$ cat src/design/rssort_ram.sv
`timescale 1ns / 1ps
module rssort_ram #(
  parameter int WIDTH = 8,
  parameter int DEPTH = 16
) (
  input  logic                     clk,
  input  logic                     we,
  input  logic [$clog2(DEPTH)-1:0] waddr,
  input  logic [WIDTH-1:0]         wdata,
  input  logic [$clog2(DEPTH)-1:0] raddr,
  output logic [WIDTH-1:0]         rdata
);

  logic [WIDTH-1:0] mem [DEPTH];

  always_ff @(posedge clk) begin
    if (we) begin
      mem[waddr] <= wdata;
    end
    rdata <= mem[raddr];
  end

endmodule

$ cat config.mk
export PLATFORM = sky130hd
export DESIGN_NAME = rssort_ram
export DESIGN_NICKNAME = d
export VERILOG_FILES = /design/src/design/rssort_ram.sv
export SDC_FILE = /design/constraint.sdc
export NUM_CORES = 1
export LEC_CHECK = 0
export ABC_AREA = 1
export BUFFER_PORTS_ARGS = -buffer_cell sky130_fd_sc_hd__buf_2
export CORE_UTILIZATION = 46
export CTS_CLUSTER_DIAMETER = 60
export DETAILED_ROUTE_END_ITERATION = 10
export MAX_ROUTING_LAYER = met4
export PLACE_DENSITY = 0.63
export SYNTH_ARGS = -nofsm -noshare
export SYNTH_HDL_FRONTEND = slang
export SYNTH_SLANG_ARGS = --single-unit
$ cat constraint.sdc
create_clock -name clk -period 1.85 [get_ports clk]
set_clock_uncertainty 0.15 [all_clocks]
set_input_delay 0.0925 -clock clk [delete_from_list [all_inputs] [get_ports clk]]
set_output_delay 0.0925 -clock clk [all_outputs]
set_load 0.01 [all_outputs]
# [Word-level counts from Yosys, hierarchy flattened]
# Memory sizes are Yosys's and may differ from the RTL's. A register that Yosys moved wholly into a read port is not among the register bits.
# Cells that the tools add are included.
# W data, S select, Z words.
[word_totals] elab_cells=3 mem_bits_rw=128 reg_bits=0 mem_count=1
[memory_table] name="mem" depth=16 word_bits=8 read_ports=1 rd_clocked_by_memory_dff=1 wr=1 line_no="14" text="logic [WIDTH-1:0] mem [DEPTH];"
[classes] n_mux=2
[op_table] cell="$mux W1" n=2

# [Logic depth before layout (Yosys ltp)]
# Gate-level depths: netlist of the first run.
[logic_depth] ltp_word=2 mapped_depth=8 depth_no_buf=7

# [Least setup slack after synthesis of the first run]
# No wires, ideal clock.
[synth_timing] kind="input port to flip-flop" start="input waddr[2]" end="memory mem[10][0], enable pin" t_arrival_ps=673 stages=2 slack_ps=657 path_buffers=0 setup_time_ps=370 cell_sequence="nand3b_1 nor2_1"
[synth_rtl] item="start: declaration" line_no="8" text="input logic [$clog2(DEPTH)-1:0] waddr,"
[synth_rtl] item="end: declaration" line_no="14"
# No word-level cell before the write port.

==> summary by stage, run 1 <==
Outcome
The run finished with clean final reports.

Job
The number of maximum-capacitance violations is 0.

Finish
The multi-input combinational cells in the finished layout cover a total of 1214 um2. The diode insertion count for antenna repair is 0. In the final layout, flip-flops and latches occupy 4004 um2. The number of filler cells placed in the layout is 1,068.

At the end of the flow, the number of nets in the layout was 619. Of the cells placed in the final design, the portion with a size suffix greater than 1 is 0.1205. The number of non-filler instances in the completed layout is 782. The post-synthesis to final-layout area growth is 17.31%.

Clock tree
The clock tree buffer depth is 2. The TritonCTS clock tree is yes. The root buffer cell chosen for the clock tree is clkbuf_16.

The total of cells resized after clock tree synthesis is 0. The depth of the CTS H-tree is 4. The clock drives 136 sinks.

Buffers inserted to repair hold after CTS numbered 9. The buffer count from post-CTS setup fixing is 0. The clock transition at the registers of the reported paths is 50 ps.

Buffers inserted during clock tree synthesis total 17. The later-pin clock latency in the skew report is 410 ps.

Logic synthesis
The register bit count reported by yosys is 136. For this run, the number of Yosys warnings is 0. The number of distinct library cells after synthesis is 12. The share of cell area taken by muxes after synthesis is 0. The part of the Yosys area used for sequential elements is 0.6943. Of the total synthesized cell area, the portion taken by XOR and XNOR cells is 0. The post-synthesis instance total is 551. After synthesis, the mean cell area works out to 10.47 um2. The compound-cell area share of the yosys netlist came to 0. The number of nets in the synthesized netlist is 569. Of the total synthesized cell area, the portion taken by full adders, half adders and majority gates is 0.

Of the total synthesized cell area, the portion taken by AND, OR, NAND and NOR gates is 0.2105. After synthesis, the largest family of logic cells by area is simple AND/OR/NAND/NOR gates. The total standard cell area after synthesis is 5767 um2.

Critical path
The data arrival at the endpoint of the critical path is 1410 ps. The flop-to-flop setup slack is 650 ps. For the worst flop-to-flop path, the logic depth is 6. The worst register-to-register path ends at rdata[2]$_DFF_P_.

At the worst endpoint, the required time is 2050 ps. STA classifies the critical path startpoint as an input port. The critical path is of the in -> reg type. Along the worst path, the maximum fanout reaches 9. The worst reg2reg path startpoint is mem[4][2]$_DFFE_PP_. The type of element capturing the critical path is a flop.

Floorplan
The die width is 114.0 um. In this run the count of I/O pins placed on the die edge is 26. The die covers 12,990 um2. The placement row count is 40.

Measured along the y axis, the die boundary spans 114.0 um. The placeable core region is 12,110 um2. The initial cell density of the core is 0.4761.

Power and ir drop
The analysis attributes to cell leakage a power of 2.941 nW. The maximum vdd drop is 0.5565 mV. The final total power is 7.077 mW. In this run the power density over the cells is 1046 nW/um2.

Timing
Subtracting the final worst setup slack from the clock period gives 1216 ps. The final count of pins violating max slew is 0. Setup repair after global routing left no endpoint under its margin. The number of endpoints with negative hold slack in the final report is 0. For the pin with the worst max-slew slack, the measured transition is 586.0 ps. Headroom to the max-slew limit came out at 0.6089. The accumulated negative setup slack is 0 ps. The final period utilization is 0.6572.

Static timing analysis puts the maximum clock frequency at 0.8225 GHz. The number of setup violations in the final report is 0.

Routing
For this block, the routed nets add up to 12,400 um of wire. The first detailed-routing pass ran for 4 iterations. The DRC marker count from the first detailed-route iteration is 296. The total number of vias is 3,799. After detailed routing, the number of vias per cell comes to 4.858. The post-detailed-route wirelength per cell is 15.85 um. Once detail routing completed, the nets flagged for antenna violations numbered 0.

The detailed-route DRC error count is 0.

Global routing
After global routing the overflow that remains totals 0. The number of antenna violations at the first check in global routing is 0. The via count of the first global-routing pass is 3,593. Across every metal layer, demand over resource in global routing totals 0.2104. The global-route wire length before repair is 19,200 um. The maximum number of pins on one net before global-route repair is 65.

Place
After legalization and detailed placement, the total HPWL measured 7305 um. The congestion estimate from routability-driven global placement came to 0.7996. The number of buffers added on ports is 25. The number of placed instances with taps included is 741.

Min path
The path with the worst hold slack has its endpoint at rdata[7]$_DFF_P_. The path type of the worst min-delay path is in -> reg. The worst hold path was traced through 5 stages.

The worst hold path begins at raddr[2].
-- layout make-up --
cell class / instances / share of cell area
inverters: 102 / 0.05659
multi-input cells: 289 / 0.1794
clock buffers: 22 / 0.06714
repair buffers: 55 / 0.05881
flip-flops and latches: 136 / 0.5918
well taps: 168 / 0.03107
clock inverters: 10 / 0.01517
-- power by group --
group / switching (mW) / internal, mW / total, mW
clock: 1.18 / 2.00 / 3.18
combinational: 0.299 / 0.138 / 0.436
sequential: 0.0195 / 3.45 / 3.47
total: 1.50 / 5.58 / 7.08
-- worst max path at each step --
stage | from | end | slack [ps] | cells after the start
2_1_floorplan | waddr[2] | mem[10][0]$_DFFE_PP_ | 660 | 2
3_3_place_gp | raddr[2] | rdata[5]$_DFF_P_ | 460 | 5
3_5_place_dp | raddr[2] | rdata[5]$_DFF_P_ | 470 | 5
4_1_cts | raddr[3] | rdata[2]$_DFF_P_ | 650 | 5
5_1_grt | mem[3][7]$_DFFE_PP_ | rdata[7]$_DFF_P_ | 570 | 6
6_report | raddr[3] | rdata[2]$_DFF_P_ | 630 | 5
-- per-stage QoR --
step                      hold WS (ps)  instance area [um2]  utilization  setup WS (ps)
after floorplan                  41.37                 5767            -          656.7
after global placement           318.2                 6118       0.5052          460.7
after detailed placement         316.1                 6118       0.5052          471.7
after CTS                        91.51                 6765       0.5586          650.2
after global routing             114.6                 6765       0.5586          569.0
final                            106.9                 6765       0.5586          634.2
-- cells by family after synthesis --
logic type,count (synthesis)
flip-flops,136
AND/OR/NAND/NOR,289
buffers and inverters,126
-- per-layer routing --
layer	up-vias	routed length (um)	GRT usage
met1	1770	5650	0.2908
met4	0	283	0.09004
li1	1875	-	-
met5	-	0	-
met2	132	5652	0.2994
met3	22	810	0.04782
-- cell usage after synthesis --
master	n	area, um2
buf_1	1	3.750
nand2_1	173	649.4
dfxtp_1	8	160.2
buf_4	4	30.03
buf_6	6	67.56
nor2_1	17	63.81
edfxtp_1	128	3844
nand3b_1	2	15.01
buf_2	13	65.06
inv_1	100	375.4
inv_2	2	7.510
nand3_1	97	485.5
-- flip-flops by register name, summed over array words and instances (netlist names) --
register / flops
mem: 128
rdata: 8
-- cell usage in the layout, fill, tap and decap left out, drive strengths merged --
master / n
inv: 102
clkbuf: 22
dlygate4sd3: 9
clkinvlp: 2
bufinv: 2
buf: 46
clkinv: 6
dfxtp: 8
edfxtp: 128
nand2: 173
nand3b: 2
nand3: 97
nor2: 17
-- worst max-delay path, cell delays in order --
cell,delay [ps]
dlygate4sd3_1,530
buf_2,200
inv_1,260
nand3_1,210
nand2_1,120
Power figures use the tool's default switching activity.
==> run 2: changes to the inputs <==
--- a/config.mk
+++ b/config.mk
@@ -11,7 +11,7 @@
 export CTS_CLUSTER_DIAMETER = 60
 export DETAILED_ROUTE_END_ITERATION = 10
 export MAX_ROUTING_LAYER = met4
-export PLACE_DENSITY = 0.63
+export PLACE_DENSITY = 0.66
 export SYNTH_ARGS = -nofsm -noshare
 export SYNTH_HDL_FRONTEND = slang
 export SYNTH_SLANG_ARGS = --single-unit
==> constraint.sdc (replaced) <==
create_clock -name clk -period 1.1 [get_ports clk]
set_clock_uncertainty 0.15 [all_clocks]
set_input_delay 0.055 -clock clk [delete_from_list [all_inputs] [get_ports clk]]
set_output_delay 0.055 -clock clk [all_outputs]
set_load 0.01 [all_outputs]
==> summary by stage, run 2 (synthesized netlist as in run 1, its figures left out) <==
Routing
The number of iterations in the first detailed-routing pass is 4 (unchanged). The total number of vias is 3,902 (+2.7%). The DRC marker count from the first detailed-route iteration was 288 (-2.7%).

The routed wire length is 13,050 um (+5.3%). The detailed-route DRC error count is 0 (unchanged). The remaining antenna violation count was 0 (unchanged).

The post-detailed-route wirelength per cell is 16.39 um (+3.4%). The via count normalized by instance count was 4.902 (+0.90%).

Floorplan
The height of the die was 114.0 um (unchanged). The overall die area is 12,990 um2 (unchanged). The placeable core region is 12,110 um2 (unchanged). The initial cell density of the core is 0.4761 (unchanged). The die width was 114.0 um (unchanged). The placement row count is 40 (unchanged). The number of ports placed on the die boundary is 26 (unchanged).

Critical path
The highest fanout seen on the critical path is 8 (-1). The type of element capturing the critical path is a flop. By startpoint and endpoint, the worst setup path is classified as in -> reg. The worst setup path is launched from an input port. The endpoint required time on the critical path is 1310 ps (-740 ps). The data arrival at the endpoint of the critical path came to 1300 ps (-110 ps).

Finish
The largest registers in the layout are mem x128, rdata x8. The flip-flop count of the largest register, all copies and words added is 128 (unchanged). The number of filler cells placed in the layout is 980 (-8.2%). The share of final-layout standard cells stronger than drive strength 1 is 0.2373 (+0.1167). The diode insertion count for antenna repair is 0 (unchanged).

The largest register by flop count is mem. The library cell used most frequently in the layout, excluding fill and tap cells, is nand2_1. The top cell types in the final layout, fill and taps aside, are nand2_1, edfxtp_1, inv_1. The post-synthesis to final-layout area growth is 25.78%. The number of non-filler instances in the completed layout is 796 (+1.8%).

The final net count is 633 (+2.3%). The share of the core filled with cells is 0.5989 (+0.04029).

Power and ir drop
The leakage power came to 3.162 nW (+7.5%). The maximum vdd drop is 1.910 mV (+240%). The total power density per cell area is 1702 nW/um2 (+63%).

Clock tree
The clock buffer count from CTS is 17 (unchanged). The count of clock tree sinks is 136 (unchanged). The later-pin clock latency in the skew report came to 410 ps (about the same). TritonCTS built the clock tree. The clock transition at the registers of the reported paths is 60 ps (about the same). The depth of the CTS H-tree is 4 (unchanged). In this run the clock root is driven by a clkbuf_16. The clock tree buffer depth is 2 (unchanged). The buffer count from post-CTS setup fixing is 0 (unchanged).

Global routing
The global routing usage summed across all routing layers is 0.2220 (+0.01158). The number of antenna violations at the first check in global routing is 0 (unchanged). The sum of overflow across all layers after global routing is 0 (unchanged).

The maximum number of pins on one net before global-route repair is 41 (-37%). The via count of the first global-routing pass came to 3,773 (+5.0%). The global-route wire length before repair was 19,670 um (+2.5%).

Timing
The final worst slack is 11.90 ps (-622.3 ps). The highest attainable clock frequency is 0.9190 GHz. The number of setup violations in the final report is 0 (unchanged). The final period utilization is 0.9892. The hold slack was 31.91 ps (-75.01 ps).

For the finished layout, the period the worst path requires is 1088 ps. The final count of pins violating max slew is 0 (unchanged). The transition time at the pin with the least slew margin is 454.1 ps (-131.9 ps).

Setup repair after global routing could not meet its margin everywhere. The worst slew slack as a fraction of its limit is 0.6973 (+0.08833). The number of endpoints with negative hold slack in the final report is 0 (unchanged).

Place
The global placer's final weighted congestion came to 0.8533 (+6.7%). The number of placed instances with taps included is 755 (+1.9%). The worst slack after detailed placement was -158.3 ps (-630.0 ps).

The post-DP HPWL is 8403 um (+15%). The number of buffers added on ports came to 25 (unchanged).

Outcome
The run finished with clean final reports.

Min path
The path type of the worst min-delay path is in -> reg.

Job
The number of maximum-capacitance violations is 0 (unchanged).
[run 2: power by group]
group          total (mW)  switching (mW)  internal, mW
Combinational       0.913           0.577         0.336
Clock                5.59            1.94          3.65
Sequential           5.84          0.0422          5.80
Total                12.3            2.56          9.79
[run 2: final timing paths]
check / start / to / slack [ps] / cells after the start
worst min-delay path: raddr[2] / rdata[0]$_DFF_P_ / 30 / 5
worst max register to register: mem[12][3]$_DFFE_PP_ / rdata[3]$_DFF_P_ / 10 / 6
worst max-delay path: raddr[3] / rdata[0]$_DFF_P_ / 10 / 5
worst min register to register: mem[11][2]$_DFFE_PP_ / rdata[2]$_DFF_P_ / 520 / 6
[run 2: worst max-delay path: stages]
cell and delay (ps):
dlygate4sd3_1 530, buf_2 130, inv_1 330, nand3_2 160
nand2_1 90
[run 2: repair_timing]
item                                   CTS  global route
resized for setup                       20            37
pin swaps                                4            16
endpoints found under the hold margin  136             0
cloned                                   0             0
setup endpoints to repair               10            11
hold buffers                             9             0
[run 2: through the flow]
stage / setup TNS [ps] / power [mW] / cell area, um2
after global placement: -9451 / 6.721 / 6311
after detailed placement: -12170 / 6.734 / 6311
final: 0 / 12.34 / 7253
after floorplan: -4756 / 6.357 / 5779
after global routing: -222.8 / 12.70 / 7253
after CTS: -11.39 / 12.36 / 7083
[run 2: area by class of cell]
type	instances	area, um2	area share
sequential	136	4008	0.5525
multi-input combinational	289	1466	0.2022
timing repair buffer	69	596.8	0.08228
clock buffer	22	464.2	0.06400
inverter	102	382.9	0.05279
tap	168	210.2	0.02898
clock inverter	10	125.1	0.01725
[run 2: metal layers]
| layer | global-route usage | vias up | share of wire |
|---|---|---|---|
| li1 | - | 1902 | - |
| met1 | 0.2670 | 1867 | 0.43 |
| met2 | 0.3475 | 109 | 0.50 |
| met3 | 0.05632 | 24 | 0.048 |
| met4 | 0.1143 | 0 | 0.025 |
| met5 | - | - | 0 |
==> run 3: changes to the inputs <==
--- a/config.mk
+++ b/config.mk
@@ -12,6 +12,7 @@
 export DETAILED_ROUTE_END_ITERATION = 10
 export MAX_ROUTING_LAYER = met4
 export PLACE_DENSITY = 0.66
+export RECOVER_POWER = 100
 export SYNTH_ARGS = -nofsm -noshare
 export SYNTH_HDL_FRONTEND = slang
 export SYNTH_SLANG_ARGS = --single-unit
==> summary by stage, run 3 (synthesized netlist as in run 1, its figures left out) <==
Outcome
The run finished, with violations left. The checks that failed: setup timing.

Timing
The highest attainable clock frequency is 0.9075 GHz (-1.3%). The final count of pins violating max slew is 0 (unchanged). The number of setup violations in the final report is 1 (+1).

The accumulated negative setup slack is -1.910 ps (-1.910 ps). The transition time at the pin with the least slew margin is 517.8 ps (+63.65 ps). The final worst slack is -1.910 ps (-13.82 ps). Setup repair after global routing could not meet its margin everywhere.

The worst slew slack as a fraction of its limit is 0.6548 (-0.04244). The number of endpoints with negative hold slack in the final report is 0 (unchanged). The final period utilization is 1.002 (+0.01256). The minimum clock period after layout came to 1102 ps (+13.82 ps).

Place
The number of buffers added on ports came to 25 (unchanged). The number of placed instances with taps included is 755 (unchanged). The post-DP HPWL is 8403 um (unchanged). The global placer's final weighted congestion is 0.8533 (unchanged). The worst slack after detailed placement is -158.3 ps (unchanged).

Routing
The detailed-route DRC error count was 0 (unchanged). The DRC marker count from the first detailed-route iteration was 297 (+3.1%). The total number of vias was 3,912 (+0.26%). The post-detailed-route wirelength per cell is 16.45 um (+0.37%).

The via count normalized by instance count is 4.915 (+0.26%). The routed wire length was 13,100 um (+0.37%). The remaining antenna violation count was 0 (unchanged). The number of iterations in the first detailed-routing pass came to 4 (unchanged).

Clock tree
The buffer count from post-CTS setup fixing was 0 (unchanged). The clock buffer count from CTS is 17 (unchanged). The clock tree root driver cell is clkbuf_16.

TritonCTS built the clock tree. The count of clock tree sinks is 136 (unchanged). The later-pin clock latency in the skew report is 410 ps (about the same). The clock tree buffer depth is 2 (unchanged). The clock transition at the registers of the reported paths is 60 ps (about the same).

The depth of the CTS H-tree is 4 (unchanged).

Global routing
The number of antenna violations at the first check in global routing was 0 (unchanged). The maximum number of pins on one net before global-route repair was 41 (unchanged). The global-route wire length before repair is 19,670 um (unchanged). The sum of overflow across all layers after global routing was 0 (unchanged).

The via count of the first global-routing pass is 3,773 (unchanged). The global routing usage summed across all routing layers was 0.2220 (unchanged).

Finish
The number of non-filler instances in the completed layout is 796 (unchanged). The area used by multi-input combinational logic is 1464 um2 (-0.17%). Leaving out fill and tap cells, the most frequent cell in the layout is nand2_1.

The share of final-layout standard cells stronger than drive strength 1 is 0.2182 (-0.01911). The top cell types in the final layout, fill and taps aside, are nand2_1, edfxtp_1, inv_1. mem holds more flip-flops than any other register.

The final net count is 633 (unchanged). Relative to the synthesized area, the layout overhead comes to 24.71%. The number of filler cells placed in the layout came to 999 (+1.9%). The sequential cell area is 4008 um2 (unchanged). The diode insertion count for antenna repair is 0 (unchanged). The largest registers in the layout are mem x128, rdata x8. The flip-flop count of the largest register, all copies and words added is 128 (unchanged).

Floorplan
The number of ports placed on the die boundary is 26 (unchanged). The placeable core region was 12,110 um2 (unchanged). The overall die area is 12,990 um2 (unchanged).

The die width is 114.0 um (unchanged). The placement row count is 40 (unchanged). The height of the die came to 114.0 um (unchanged). The initial cell density of the core is 0.4761 (unchanged).

Power and ir drop
The leakage power is 3.115 nW (-1.5%). The maximum vdd drop is 1.905 mV (-0.28%). The total power density per cell area is 1716 nW/um2 (+0.82%). The final total power is 12.34 mW (about the same).

Critical path
The data arrival at the endpoint of the critical path is 1310 ps (about the same). The highest fanout seen on the critical path was 8 (unchanged). STA classifies the critical path endpoint as a flop. The element type at the critical path start is an input port. The worst reg2reg path startpoint is mem[12][3]$_DFFE_PP_. The type of the worst setup path is in -> reg.

In this run the worst setup path begins at raddr[3]. The endpoint required time on the critical path is 1310 ps (about the same).

Min path
The startpoint of the lowest-slack hold path is raddr[2]. The path type of the worst min-delay path is in -> reg.

Job
The number of maximum-capacitance violations is 0 (unchanged).
run 3: cell types whose count changed in the layout (fill, tap and decap cells not counted), sizes merged:
| cell | change |
|---|---|
| clkbuf | +32 |
| buf | -32 |
run 3: power breakdown:
part | switching [mW] | internal, mW | total, mW
clock | 1.94 | 3.65 | 5.59
sequential | 0.0423 | 5.80 | 5.84
combinational | 0.579 | 0.325 | 0.904
total | 2.56 | 9.78 | 12.3
run 3: what timing repair did:
action / in CTS / in global routing
endpoints found under the setup margin: 10 / 11
gates resized for setup: 20 / 37
pin swaps: 4 / 16
hold buffers: 9 / 0
hold endpoints to repair: 136 / 0
run 3: path summary, 6_finish.rpt:
kind | endpoint | slack, ps | depth (start not counted)
max | rdata[0]$_DFF_P_ | -2 | 5
min | rdata[0]$_DFF_P_ | 30 | 5
max reg2reg | rdata[3]$_DFF_P_ | -2 | 6
min reg2reg | rdata[2]$_DFF_P_ | 520 | 6
run 3: per-layer routing:
layer | wire length (um) | global-route usage | up-vias | part of all wire
li1 | - | - | 1902 | -
met1 | 5553 | 0.2670 | 1867 | 0.42
met2 | 6539 | 0.3475 | 119 | 0.50
met3 | 667 | 0.05632 | 24 | 0.051
met4 | 337 | 0.1143 | 0 | 0.026
met5 | 0 | - | - | 0
run 3: area by class of cell:
class	instances	area share
Clock inverter	10	0.01740
Clock buffer	22	0.06454
Multi-Input combinational cell	289	0.2035
Inverter	102	0.05324
Timing Repair Buffer	69	0.07481
Tap cell	168	0.02923
Sequential cell	136	0.5572
run 3: worst max-delay path, stage by stage:
cell	delay (ps)
dlygate4sd3_1	530
buf_2	130
inv_1	330
nand3_2	170
nand2_1	90
run 3: metrics by stage:
stage | hold WS, ps | instance area (um2) | util
after floorplan | 3.869 | 5779 | -
after global placement | 299.3 | 6311 | 0.5211
after detailed placement | 303.0 | 6311 | 0.5211
after CTS | 5.899 | 7083 | 0.5848
after global routing | 44.03 | 7192 | 0.5938
final | 29.42 | 7192 | 0.5938
